[src/rtsl_pkg.sv]
// Shared types and constants for the ready-to-send list.
package rtsl_pkg;

	localparam int unsigned DEV_W   = 6;
	localparam int unsigned FLAGS_W = 32;
	localparam int unsigned CHG_W   = 2;

	localparam logic [FLAGS_W-1:0] READY_MASK  = 32'h7FFF_FFFF;
	localparam logic [FLAGS_W-1:0] COMPUTE_BIT = 32'h8000_0000;

	typedef enum logic {
		ACT_UPDATE = 1'b0,
		ACT_POP    = 1'b1
	} act_t;

	typedef enum logic [CHG_W-1:0] {
		CHG_NONE   = 2'd0,
		CHG_APPEND = 2'd1,
		CHG_REMOVE = 2'd2
	} chg_t;

	typedef enum logic [1:0] {
		ST_IDLE,
		ST_APPEND_LINK,
		ST_UNLINK,
		ST_POP
	} state_t;

endpackage

[src/rtsl_ram.sv]
// Generic single-write, single-read RAM with registered read data.
module rtsl_ram #(
	parameter int unsigned WIDTH = 8,
	parameter int unsigned DEPTH = 64,
	localparam int unsigned AW   = $clog2(DEPTH)
) (
	input  logic             clk,
	input  logic             we,
	input  logic [AW-1:0]    waddr,
	input  logic [WIDTH-1:0] wdata,
	input  logic [AW-1:0]    raddr,
	output logic [WIDTH-1:0] rdata
);

	logic [WIDTH-1:0] mem_q [DEPTH];
	logic [WIDTH-1:0] rdata_q;

	always_ff @(posedge clk) begin
		if (we) begin
			mem_q[waddr] <= wdata;
		end
		rdata_q <= mem_q[raddr];
	end

	assign rdata = rdata_q;

endmodule

[src/ready_to_send_list.sv]
// Top level of the ready-to-send list: sequencer, head/tail, membership and link RAMs.
//
// Usage
//   Command channel: drive action, device and ready_flags and raise start; the
//   word is taken at a rising edge where start is high and busy is low.
//   action = update: bits 30..0 of ready_flags nonzero appends an unlisted
//   device at the tail, all zero unlinks a listed device from any position;
//   bit 31 is echoed on recheck_compute. action = pop: remove the head and
//   report it on popped_device with popped_valid, or popped_valid low if empty.
//   Result channel: exactly one result word per command, shown for one cycle
//   with done high. The receiver cannot stall; it must take the word then.
//   Result timing: the result appears in the cycle after accept for no-change
//   updates, appends to an empty list and empty pops. Appends behind an existing
//   tail, unlinks and pops first pass through ST_APPEND_LINK, ST_UNLINK or ST_POP
//   while busy is high, and the result follows that state; the extra state is
//   the registered read of the next and prev link RAMs, or the second write to
//   the next link RAM on append.
//   Reset: head and tail go to the null code, every membership bit clears.
//   The link RAMs need no clearing; an entry is read only after its device
//   was appended.
module ready_to_send_list #(
	parameter int unsigned NUM_DEVICES = 64
) (
	input  logic                          clk,
	input  logic                          arst_n,
	input  logic                          start,
	output logic                          busy,
	input  logic                          action,
	input  logic [rtsl_pkg::DEV_W-1:0]    device,
	input  logic [rtsl_pkg::FLAGS_W-1:0]  ready_flags,
	output logic                          done,
	output logic                          popped_valid,
	output logic [rtsl_pkg::DEV_W-1:0]    popped_device,
	output logic [rtsl_pkg::CHG_W-1:0]    list_change,
	output logic                          recheck_compute,
	output logic                          list_nonempty
);

	import rtsl_pkg::*;

	// Only devices reachable through the device port can ever be listed.
	localparam int unsigned DEV_SPAN = 1 << DEV_W;
	localparam int unsigned DEV_N    = (NUM_DEVICES < DEV_SPAN) ? NUM_DEVICES : DEV_SPAN;
	localparam int unsigned AW       = $clog2(DEV_N);
	// Link width holds every device index plus the null code NUM_DEVICES.
	localparam int unsigned LW       = $clog2(NUM_DEVICES + 1);
	localparam logic [LW-1:0] NULL_LINK = LW'(NUM_DEVICES);

	state_t state_q, state_d;

	logic [LW-1:0]    head_q, tail_q, head_d, tail_d;
	logic [DEV_N-1:0] on_list_q;

	// Command word held while the sequencer works on it.
	logic [DEV_W-1:0] dev_q;
	logic [LW-1:0]    aux_q;
	logic             rtc_q;

	// Result word registers.
	logic             done_q;
	logic             pv_q;
	logic [DEV_W-1:0] pd_q;
	chg_t             chg_q;
	logic             rtc_out_q;
	logic             ne_q;

	// Link RAM ports.
	logic          nx_we, pv_we;
	logic [AW-1:0] nx_wa, pv_wa, rd_addr;
	logic [LW-1:0] nx_wd, pv_wd, nx_rd, pv_rd;

	// Sequencer decisions.
	logic          accept;
	logic          emit;
	logic          set_on, clr_on;
	logic [AW-1:0] on_idx;
	logic          r_pv;
	logic [DEV_W-1:0] r_pd;
	chg_t          r_chg;
	logic          r_rtc;

	logic          dev_ok, ready, listed;
	logic [LW-1:0] dev_link, held_link, p_link, n_link;

	assign busy   = (state_q != ST_IDLE);
	assign accept = start && !busy;

	assign dev_ok    = (32'(device) < 32'(NUM_DEVICES));
	assign ready     = ((ready_flags & READY_MASK) != '0);
	assign listed    = on_list_q[AW'(device)];
	assign dev_link  = LW'(device);
	assign held_link = LW'(dev_q);

	// Sanitize link reads: anything that is not a device counts as null.
	assign p_link = (pv_rd < NULL_LINK) ? pv_rd : NULL_LINK;
	assign n_link = (nx_rd < NULL_LINK) ? nx_rd : NULL_LINK;

	rtsl_ram #(
		.WIDTH(LW),
		.DEPTH(DEV_N)
	) u_next_ram (
		.clk  (clk),
		.we   (nx_we),
		.waddr(nx_wa),
		.wdata(nx_wd),
		.raddr(rd_addr),
		.rdata(nx_rd)
	);

	rtsl_ram #(
		.WIDTH(LW),
		.DEPTH(DEV_N)
	) u_prev_ram (
		.clk  (clk),
		.we   (pv_we),
		.waddr(pv_wa),
		.wdata(pv_wd),
		.raddr(rd_addr),
		.rdata(pv_rd)
	);

	always_ff @(posedge clk or negedge arst_n) begin
		if (!arst_n) begin
			state_q <= ST_IDLE;
		end else begin
			state_q <= state_d;
		end
	end

	always_comb begin
		state_d = state_q;
		head_d  = head_q;
		tail_d  = tail_q;
		nx_we   = 1'b0;
		nx_wa   = AW'(dev_q);
		nx_wd   = NULL_LINK;
		pv_we   = 1'b0;
		pv_wa   = AW'(dev_q);
		pv_wd   = NULL_LINK;
		rd_addr = AW'(dev_q);
		set_on  = 1'b0;
		clr_on  = 1'b0;
		on_idx  = AW'(dev_q);
		emit    = 1'b0;
		r_pv    = 1'b0;
		r_pd    = '0;
		r_chg   = CHG_NONE;
		r_rtc   = rtc_q;

		case (state_q)
			ST_IDLE: begin
				// Read ahead: the head's successor for a pop, the device's links otherwise.
				rd_addr = (action == ACT_POP) ? AW'(head_q) : AW'(device);
				if (accept) begin
					if (action == ACT_POP) begin
						r_rtc = 1'b0;
						if (head_q < NULL_LINK) begin
							state_d = ST_POP;
						end else begin
							emit = 1'b1;
						end
					end else begin
						r_rtc = ((ready_flags & COMPUTE_BIT) != '0);
						if (dev_ok && ready && !listed) begin
							// Append: write the new entry now, link the old tail next cycle.
							nx_we  = 1'b1;
							nx_wa  = AW'(device);
							nx_wd  = NULL_LINK;
							pv_we  = 1'b1;
							pv_wa  = AW'(device);
							pv_wd  = tail_q;
							tail_d = dev_link;
							set_on = 1'b1;
							on_idx = AW'(device);
							if (tail_q < NULL_LINK) begin
								state_d = ST_APPEND_LINK;
							end else begin
								head_d = dev_link;
								emit   = 1'b1;
								r_chg  = CHG_APPEND;
							end
						end else if (dev_ok && !ready && listed) begin
							state_d = ST_UNLINK;
						end else begin
							emit = 1'b1;
						end
					end
				end
			end
			ST_APPEND_LINK: begin
				nx_we   = 1'b1;
				nx_wa   = AW'(aux_q);
				nx_wd   = held_link;
				emit    = 1'b1;
				r_chg   = CHG_APPEND;
				state_d = ST_IDLE;
			end
			ST_UNLINK: begin
				if (head_q == held_link) begin
					head_d = n_link;
				end else if (p_link < NULL_LINK) begin
					nx_we = 1'b1;
					nx_wa = AW'(p_link);
					nx_wd = n_link;
				end
				if (tail_q == held_link) begin
					tail_d = p_link;
				end else if (n_link < NULL_LINK) begin
					pv_we = 1'b1;
					pv_wa = AW'(n_link);
					pv_wd = p_link;
				end
				clr_on  = 1'b1;
				emit    = 1'b1;
				r_chg   = CHG_REMOVE;
				state_d = ST_IDLE;
			end
			ST_POP: begin
				if (n_link < NULL_LINK) begin
					pv_we = 1'b1;
					pv_wa = AW'(n_link);
					pv_wd = NULL_LINK;
				end else begin
					tail_d = NULL_LINK;
				end
				head_d  = n_link;
				clr_on  = 1'b1;
				on_idx  = AW'(head_q);
				emit    = 1'b1;
				r_pv    = 1'b1;
				r_pd    = DEV_W'(head_q);
				r_rtc   = 1'b0;
				state_d = ST_IDLE;
			end
			default: begin
				state_d = ST_IDLE;
			end
		endcase
	end

	// List control state: head, tail, membership and the result strobe.
	always_ff @(posedge clk or negedge arst_n) begin
		if (!arst_n) begin
			head_q    <= NULL_LINK;
			tail_q    <= NULL_LINK;
			on_list_q <= '0;
			done_q    <= 1'b0;
		end else begin
			head_q <= head_d;
			tail_q <= tail_d;
			if (set_on) begin
				on_list_q[on_idx] <= 1'b1;
			end
			if (clr_on) begin
				on_list_q[on_idx] <= 1'b0;
			end
			done_q <= emit;
		end
	end

	// Hold the command word and the result word.
	always_ff @(posedge clk) begin
		if (accept) begin
			dev_q <= device;
			aux_q <= tail_q;
			rtc_q <= ((ready_flags & COMPUTE_BIT) != '0);
		end
		if (emit) begin
			pv_q      <= r_pv;
			pd_q      <= r_pd;
			chg_q     <= r_chg;
			rtc_out_q <= r_rtc;
			ne_q      <= (head_d < NULL_LINK);
		end
	end

	assign done            = done_q;
	assign popped_valid    = pv_q;
	assign popped_device   = pd_q;
	assign list_change     = chg_q;
	assign recheck_compute = rtc_out_q;
	assign list_nonempty   = ne_q;

`ifndef SYNTH
	// Head and tail are null together.
	a_head_tail_null: assert property (@(posedge clk) disable iff (!arst_n)
		((head_q == NULL_LINK) == (tail_q == NULL_LINK)))
		else $error("head and tail disagree on emptiness");

	// Membership bits are all clear exactly when the list is empty.
	a_members_empty: assert property (@(posedge clk) disable iff (!arst_n)
		((on_list_q == '0) == (head_q == NULL_LINK)))
		else $error("membership bits disagree with head");

	// Every busy state is left for idle straight away; the sequencer never stays busy.
	a_busy_short: assert property (@(posedge clk) disable iff (!arst_n)
		busy |=> !busy)
		else $error("sequencer stuck busy");

	// A pop result never reports a list change or a compute recheck.
	a_pop_no_change: assert property (@(posedge clk) disable iff (!arst_n)
		(done && popped_valid) |-> (list_change == CHG_NONE && !recheck_compute))
		else $error("pop result carries update fields");
`endif

endmodule

[config.mk]
export PLATFORM = sky130hd
export DESIGN_NAME = ready_to_send_list
export DESIGN_NICKNAME = d
export VERILOG_FILES = /design/src/rtsl_pkg.sv /design/src/rtsl_ram.sv /design/src/ready_to_send_list.sv
export SDC_FILE = /design/constraint.sdc
export NUM_CORES = 1
export LEC_CHECK = 0
export BUFFER_PORTS_ARGS = -buffer_cell sky130_fd_sc_hd__buf_2
export CAP_MARGIN = 10
export CORE_MARGIN = 2
export CORE_UTILIZATION = 58
export DETAILED_ROUTE_END_ITERATION = 12
export HOLD_SLACK_MARGIN = 0.08
export PLACE_DENSITY = 0.8
export SKIP_CTS_REPAIR_TIMING = 1
export SLEW_MARGIN = 20
export SYNTH_ARGS = -nofsm -noshare
export SYNTH_HDL_FRONTEND = slang
export SYNTH_HIERARCHICAL = 1
export SYNTH_SLANG_ARGS = --single-unit
[constraint.sdc]
create_clock -name clk -period 13.8 [get_ports clk]
set_clock_uncertainty 0.15 [all_clocks]
set_input_delay 2.07 -clock clk [delete_from_list [all_inputs] [get_ports clk]]
set_output_delay 2.07 -clock clk [all_outputs]
set_load 0.02 [all_outputs]
==> flow_metrics.env, run 1 <==
export IMPL_synth_compound_area_share_pct=7.44
export IMPL_ys_seq_area_share_pct=70.9
export IMPL_antenna_found_initial=0
export IMPL_dp_cells=3244
export IMPL_worstHoldPathType="reg -> reg"
export IMPL_dr_wl_met2_microns=48000
export IMPL_endpoint_kind="register"
export IMPL_total_power_mw=10.8
export IMPL_hp_start="on_list_q[0]"
export IMPL_fin_setup_tns_ns=0
export IMPL_placed_area_sq_um=43300
export IMPL_cts_tree="built"
export IMPL_synth_nets=2413
export IMPL_worstPathArrival_ns=7.39
export IMPL_rrSetupSlack_ns=8.06
export IMPL_wl_per_cell_microns=29.8
export IMPL_drt_total_wl_microns=102000
export IMPL_dp_worst_setup_slack_ns=6.11
export IMPL_fin_hold_ws_ns=0.383
export IMPL_coreArea_sq_um=71700
export IMPL_cts_root_buf="clkbuf_16"
export IMPL_critPathRequiredTime_ns=13.91
export IMPL_fin_cells=3428
export IMPL_reg2reg_from="state_q[0]"
export IMPL_initial_core_util_pct=58.9
export IMPL_grt_max_degree=157
export IMPL_port_buffers=54
export IMPL_cp_max_fo=38
export IMPL_io_pins=55
export IMPL_fmax_mhz=137
export IMPL_netlist_instances=2365
export IMPL_period_share_pct=52.8
export IMPL_ys_warn_count=6
export IMPL_syn_to_final_growth_pct=10.4
export IMPL_clk_latency_ns=0.68
export IMPL_hold_end="on_list_q[0]"
export IMPL_dieArea_sq_um=75000
export IMPL_reg2reg_to="u_prev_ram/mem_q[15][6]"
export IMPL_grt_first_pass_wirelength_microns=154000
export IMPL_nets=2444
export IMPL_whs_path_depth=2
export IMPL_p_per_area_nw_per_um2=232
export IMPL_startpoint="device[0]"
export IMPL_firstDrtPassIters=6
export IMPL_fin_ws_ns=6.52
export IMPL_synth_top_area_cell="edfxtp_1"
export IMPL_synthMuxAreaShare_pct=13.8
export IMPL_path_clk_slew_ns=0.06
export IMPL_top_layer="met4"
export IMPL_synth_top_family_by_area="multiplexers"
export IMPL_synth_top_cell_area_share_pct=65.4
export IMPL_ff2ff_path_depth=11
export IMPL_synth_edf_count=920
export IMPL_clk_path_buf_depth=3
export IMPL_dieHeight_microns=274
export IMPL_fill_cells=4533
export IMPL_finalMaxSlewViolations=0
export IMPL_tightestPinTransition_ns=1.17
export IMPL_via_count=24307
export IMPL_synth_area_sq_um=42200
export IMPL_synth_avg_cell_area_sq_um=17.9
export IMPL_rsz0062_at_grt="no"
export IMPL_synth_distinct_cells=88
export IMPL_utilization_pct=65.0
export IMPL_overflow=0
export IMPL_critPathKind="in -> reg"
export IMPL_multiInputGateArea_sq_um=11500
export IMPL_antenna_cells=0
export IMPL_die_x_microns=274
export IMPL_drcViolationCount=0
export IMPL_final_common_cell="edfxtp_1"
export IMPL_drive_above_1_share_pct=22.1
export IMPL_ys_async_sr_fraction_pct=7.98
export IMPL_cts_sinks=1015
export IMPL_outcome="finished clean"
export IMPL_setup_viol=0
export IMPL_postRouteAntennaNets=0
export IMPL_slew_headroom_pct=20.7
export IMPL_wl_met3_microns=11900
export IMPL_drt_iter0_drc=4359
export IMPL_period_needed_ns=7.28
export IMPL_htree_levels=3
export IMPL_wirelength_met1_microns=38100
export IMPL_cp_start_kind="input pin"
export IMPL_finalHoldViolations=0
export IMPL_leakage_nw=15.1
export IMPL_synth_adder_area_share_pct=0.178
export IMPL_drv_cap=0
export IMPL_grt_pass1_vias=23919
export IMPL_synth_flop_cell="edfxtp_1"
export IMPL_ys_ff_latch=1015
export IMPL_grt_util_all_layers_pct=27.5
export IMPL_synthXorXnorAreaFrac_pct=0.249
export IMPL_synth_simple_area_share_pct=5.12
export IMPL_final_area_sq_um=46600
export IMPL_ys_top_cells_by_area="edfxtp_1 (65%), mux4_2 (12%), dfrtp_1 (4.7%), nor2_1 (1.8%), mux2i_1 (1.6%)"
export IMPL_vias_per_cell=7.09
export IMPL_regArea_sq_um=29900
export IMPL_dp_hpwl_microns=59300
export IMPL_layout_common_cells="edfxtp_1 (920), mux4_2 (226), nor2_1 (191), clkbuf_16 (99), dfrtp_1 (79)"
export IMPL_numCtsBuffers=98
export IMPL_ir_worst_vdd_v=0.000250
export IMPL_gp_congestion=0.898
export IMPL_rows=98
cell usage after synthesis, drive strengths merged (7+ instances only):
master and number:
o211ai 7, nand3b 10, nand2b 15, a211oi 18, or3b 7, mux2i 68, nor3 30, nand3 27
dfxtp 14, clkbuf 69, o221ai 16, mux2 7, edfxtp 920, a21oi 52, o22ai 31, a41oi 54
and2 12, a22o 15, a31oi 71, xor2 9, inv 20, mux4 226, nand4 11, nor2 201
o31ai 24, and3b 7, a22oi 51, dfrtp 79, nor2b 12, o21ai 37, nor4 15, nand2 63
buf 92
critical path, cell delays in order:
cell      delay [ns]
buf_2           0.08
buf_4           0.52
mux4_2          0.59
mux2i_1         0.16
nor2_1          0.08
nand4b_4        0.27
a21oi_1         0.87
a22oi_1         0.23
a21boi_0        0.17
o21ai_0         0.75
nand4_1         0.81
nor2_1          0.75
area by class of cell:
cell class                      count  area share, %
Clock buffer                      125           5.65
Clock inverter                     57           1.44
Inverter                           20          0.161
Multi-Input combinational cell   1169           24.7
Sequential cell                  1015           64.2
Tap cell                          950           2.55
Timing Repair Buffer               92           1.34
how the worst max path moves through the flow:
stage,to,cells past startpoint
global route,u_prev_ram/mem_q[29][5],12
finish,u_prev_ram/mem_q[15][6],12
CTS,u_prev_ram/mem_q[15][6],12
global placement,u_prev_ram/mem_q[47][0],12
floorplan,u_prev_ram/mem_q[0][6],10
detailed placement,u_prev_ram/mem_q[63][3],12
report_power, final:
part,internal [mW],switching [mW]
combinational,1.41,2.69
sequential,3.85,0.137
clock,1.55,1.17
total,6.81,3.99
metal layers:
layer	vias up	track usage (%)
li1	9804	-
met1	12251	39.8
met2	1956	42.5
met3	296	4.99
met4	0	10.2
met5	-	0
flip-flops by register name, indices dropped and copies added, names as in the netlist:
name and flops:
u_next_ram/mem_q 448, list_change 2, on_list_q 64, rtc_q 1, done 1, head_q 7
dev_q 6, u_next_ram/rdata 7, popped_valid 1, popped_device 6, tail_q 7, aux_q 6
u_prev_ram/rdata 7, recheck_compute 1, list_nonempty 1, state_q 2, u_prev_ram/mem_q 448
kinds of logic after synthesis:
group,Yosys count
flip-flops,1015
AND/OR/NAND/NOR,434
AO/OA/AOI/OAI,416
multiplexers,301
buffers and inverters,181
XOR/XNOR,12
adder cells (fa/ha/maj),6
Power figures use the tool's default switching activity.
==> inputs of run 2 (changes only) <==
==> constraint.sdc (replaced) <==
create_clock -name clk -period 6.9 [get_ports clk]
set_clock_uncertainty 0.15 [all_clocks]
set_input_delay 1.035 -clock clk [delete_from_list [all_inputs] [get_ports clk]]
set_output_delay 1.035 -clock clk [all_outputs]
set_load 0.02 [all_outputs]
==> run 2 against run 1 <==
Against the previous run:
- hold slack lost 0.12 ns
- critical path depth stayed put
- utilization grew 0.061 points
- first-iteration DRC count shrank 13%
- global-route usage rose by 0.17 points
- highest routed layer is now met5
- clock-buffer cell count is 5 lower
- sequential power is 100% higher
- design area barely moved
- routed wire length increased by 0.22%
- critical endpoint is now u_prev_ram/mem_q[13][6]
==> flow_metrics.env, run 2 (same netlist as run 1, synthesis figures left out) <==
export IMPL_cts_tree="built"
export IMPL_fmax_mhz=167
export IMPL_critPathKind="in -> reg"
export IMPL_vias_per_cell=7.02
export IMPL_firstDrtPassIters=8
export IMPL_cp_max_fo=20
export IMPL_tightestPinTransition_ns=1.21
export IMPL_clk_latency_ns=0.67
export IMPL_drt_total_wl_microns=102000
export IMPL_final_common_cell="edfxtp_1"
export IMPL_ff2ff_path_depth=11
export IMPL_period_share_pct=86.9
export IMPL_layout_common_cells="edfxtp_1 (920), mux4_2 (226), nor2_1 (191), clkbuf_16 (100), dfrtp_1 (79)"
export IMPL_fin_setup_tns_ns=0
export IMPL_htree_levels=3
export IMPL_dieArea_sq_um=75000
export IMPL_cp_start_kind="input pin"
export IMPL_drive_above_1_share_pct=22.8
export IMPL_drt_iter0_drc=3787
export IMPL_slowest_stage="nand3_1"
export IMPL_p_per_area_nw_per_um2=462
export IMPL_clk_path_buf_depth=3
export IMPL_drv_cap=0
export IMPL_worstPathArrival_ns=6.11
export IMPL_grt_first_pass_wirelength_microns=155000
export IMPL_fin_ws_ns=0.903
export IMPL_finalHoldViolations=0
export IMPL_worstHoldPathType="in -> async"
export IMPL_die_x_microns=274
export IMPL_slowest_delay_ns=0.91
export IMPL_fill_cells=4547
export IMPL_nets=2468
export IMPL_dieHeight_microns=274
export IMPL_overflow=0
export IMPL_period_needed_ns=6.00
export IMPL_gp_congestion=0.958
export IMPL_syn_to_final_growth_pct=10.6
export IMPL_grt_util_all_layers_pct=27.7
export IMPL_antenna_found_initial=1
export IMPL_leakage_nw=15.2
export IMPL_endpoint_kind="register"
export IMPL_via_count=24198
export IMPL_rows=98
export IMPL_numCtsBuffers=99
export IMPL_rrSetupSlack_ns=1.17
export IMPL_io_pins=55
export IMPL_setup_viol=0
export IMPL_cts_root_buf="clkbuf_16"
export IMPL_ir_worst_vdd_v=0.000395
export IMPL_drcViolationCount=0
export IMPL_cts_sinks=1015
export IMPL_dp_hpwl_microns=61700
export IMPL_postRouteAntennaNets=0
export IMPL_wl_per_cell_microns=29.6
export IMPL_dp_worst_setup_slack_ns=0.544
export IMPL_grt_max_degree=82
export IMPL_fin_hold_ws_ns=0.268
export IMPL_port_buffers=54
export IMPL_antenna_cells=0
export IMPL_path_clk_slew_ns=0.06
export IMPL_finalMaxSlewViolations=0
export IMPL_path_cells="buf_2 > buf_4 > mux2i_1 > a22o_1 > o31ai_4 > nand4b_4 > a21oi_1 > a22oi_1 > a21boi_0 > o21ai_0 > nand3_1 > nor2_1"
export IMPL_coreArea_sq_um=71700
export IMPL_slew_headroom_pct=18.3
export IMPL_outcome="finished clean"
export IMPL_rsz0062_at_grt="no"
export IMPL_critPathRequiredTime_ns=7.02
export IMPL_largestRegisters="u_next_ram/mem_q (448), u_prev_ram/mem_q (448), on_list_q (64)"
export IMPL_grt_pass1_vias=24045
export IMPL_initial_core_util_pct=58.9
run 2: cell types whose count changed in the layout (fill, tap and decap cells not counted), moves of 2 or more:
cell / previous run / this run
buf_4: 34 / 55
clkinv_2: 9 / 24
clkbuf_8: 6 / 0
clkinv_1: 20 / 14
nor3_1: 23 / 27
nor3_2: 7 / 3
buf_12: 2 / 5
clkinv_8: 3 / 1
clkinvlp_4: 5 / 3
run 2: metrics by stage:
stage | total power, mW | instance area, sq um | utilization [%] | cells
4_1_cts | 21.4 | 46700 | 65.1 | 3449
3_3_place_gp | 15.8 | 43500 | 60.6 | 3268
2_1_floorplan | 13.6 | 42200 | - | 2365
6_report | 21.6 | 46700 | 65.1 | 3449
3_5_place_dp | 16.1 | 43500 | 60.6 | 3269
5_1_grt | 22.2 | 46700 | 65.1 | 3449
run 2: final timing paths:
kind	startpoint	to
max	device[0]	u_prev_ram/mem_q[13][6]
min	arst_n	on_list_q[25]
min reg2reg	tail_q[5]	aux_q[5]
max reg2reg	state_q[0]	u_prev_ram/mem_q[13][6]
max in group asynchronous	arst_n	head_q[3]
min in group clk	tail_q[5]	aux_q[5]
run 2: report_power, final:
group / leakage, nW / internal (mW) / total [mW] / switching [mW]
Clock: 1.56 / 3.01 / 5.30 / 2.29
Sequential: 9.66 / 7.70 / 7.98 / 0.284
Combinational: 4.00 / 2.88 / 8.29 / 5.41
Total: 15.2 / 13.6 / 21.6 / 7.98
run 2: layout make-up:
class,count,area (sq um),area share (%)
multi-input combinational,1169,11500,24.6
sequential,1015,29900,64.1
tap,950,1190,2.55
clock buffer,120,2580,5.52
inverter,20,75.1,0.161
clock inverter,60,603,1.29
timing repair buffer,115,817,1.75
run 2: metal layers:
metal  track usage, %  part of all wire, %  vias up
met1             38.6                   37    12292
met5                0               0.0068        -
met2             43.5                   48     1735
li1                 -                    -     9840
met3             5.85                   11      329
met4             10.7                  4.1        2
run 2: critical path, delay by kind of cell:
kind                   cells  cell delay [ns]
buffers and inverters      2             0.88
AOI/OAI and AO/OA          6             1.91
muxes                      1             0.24
and+or+nand+nor            3             2.02
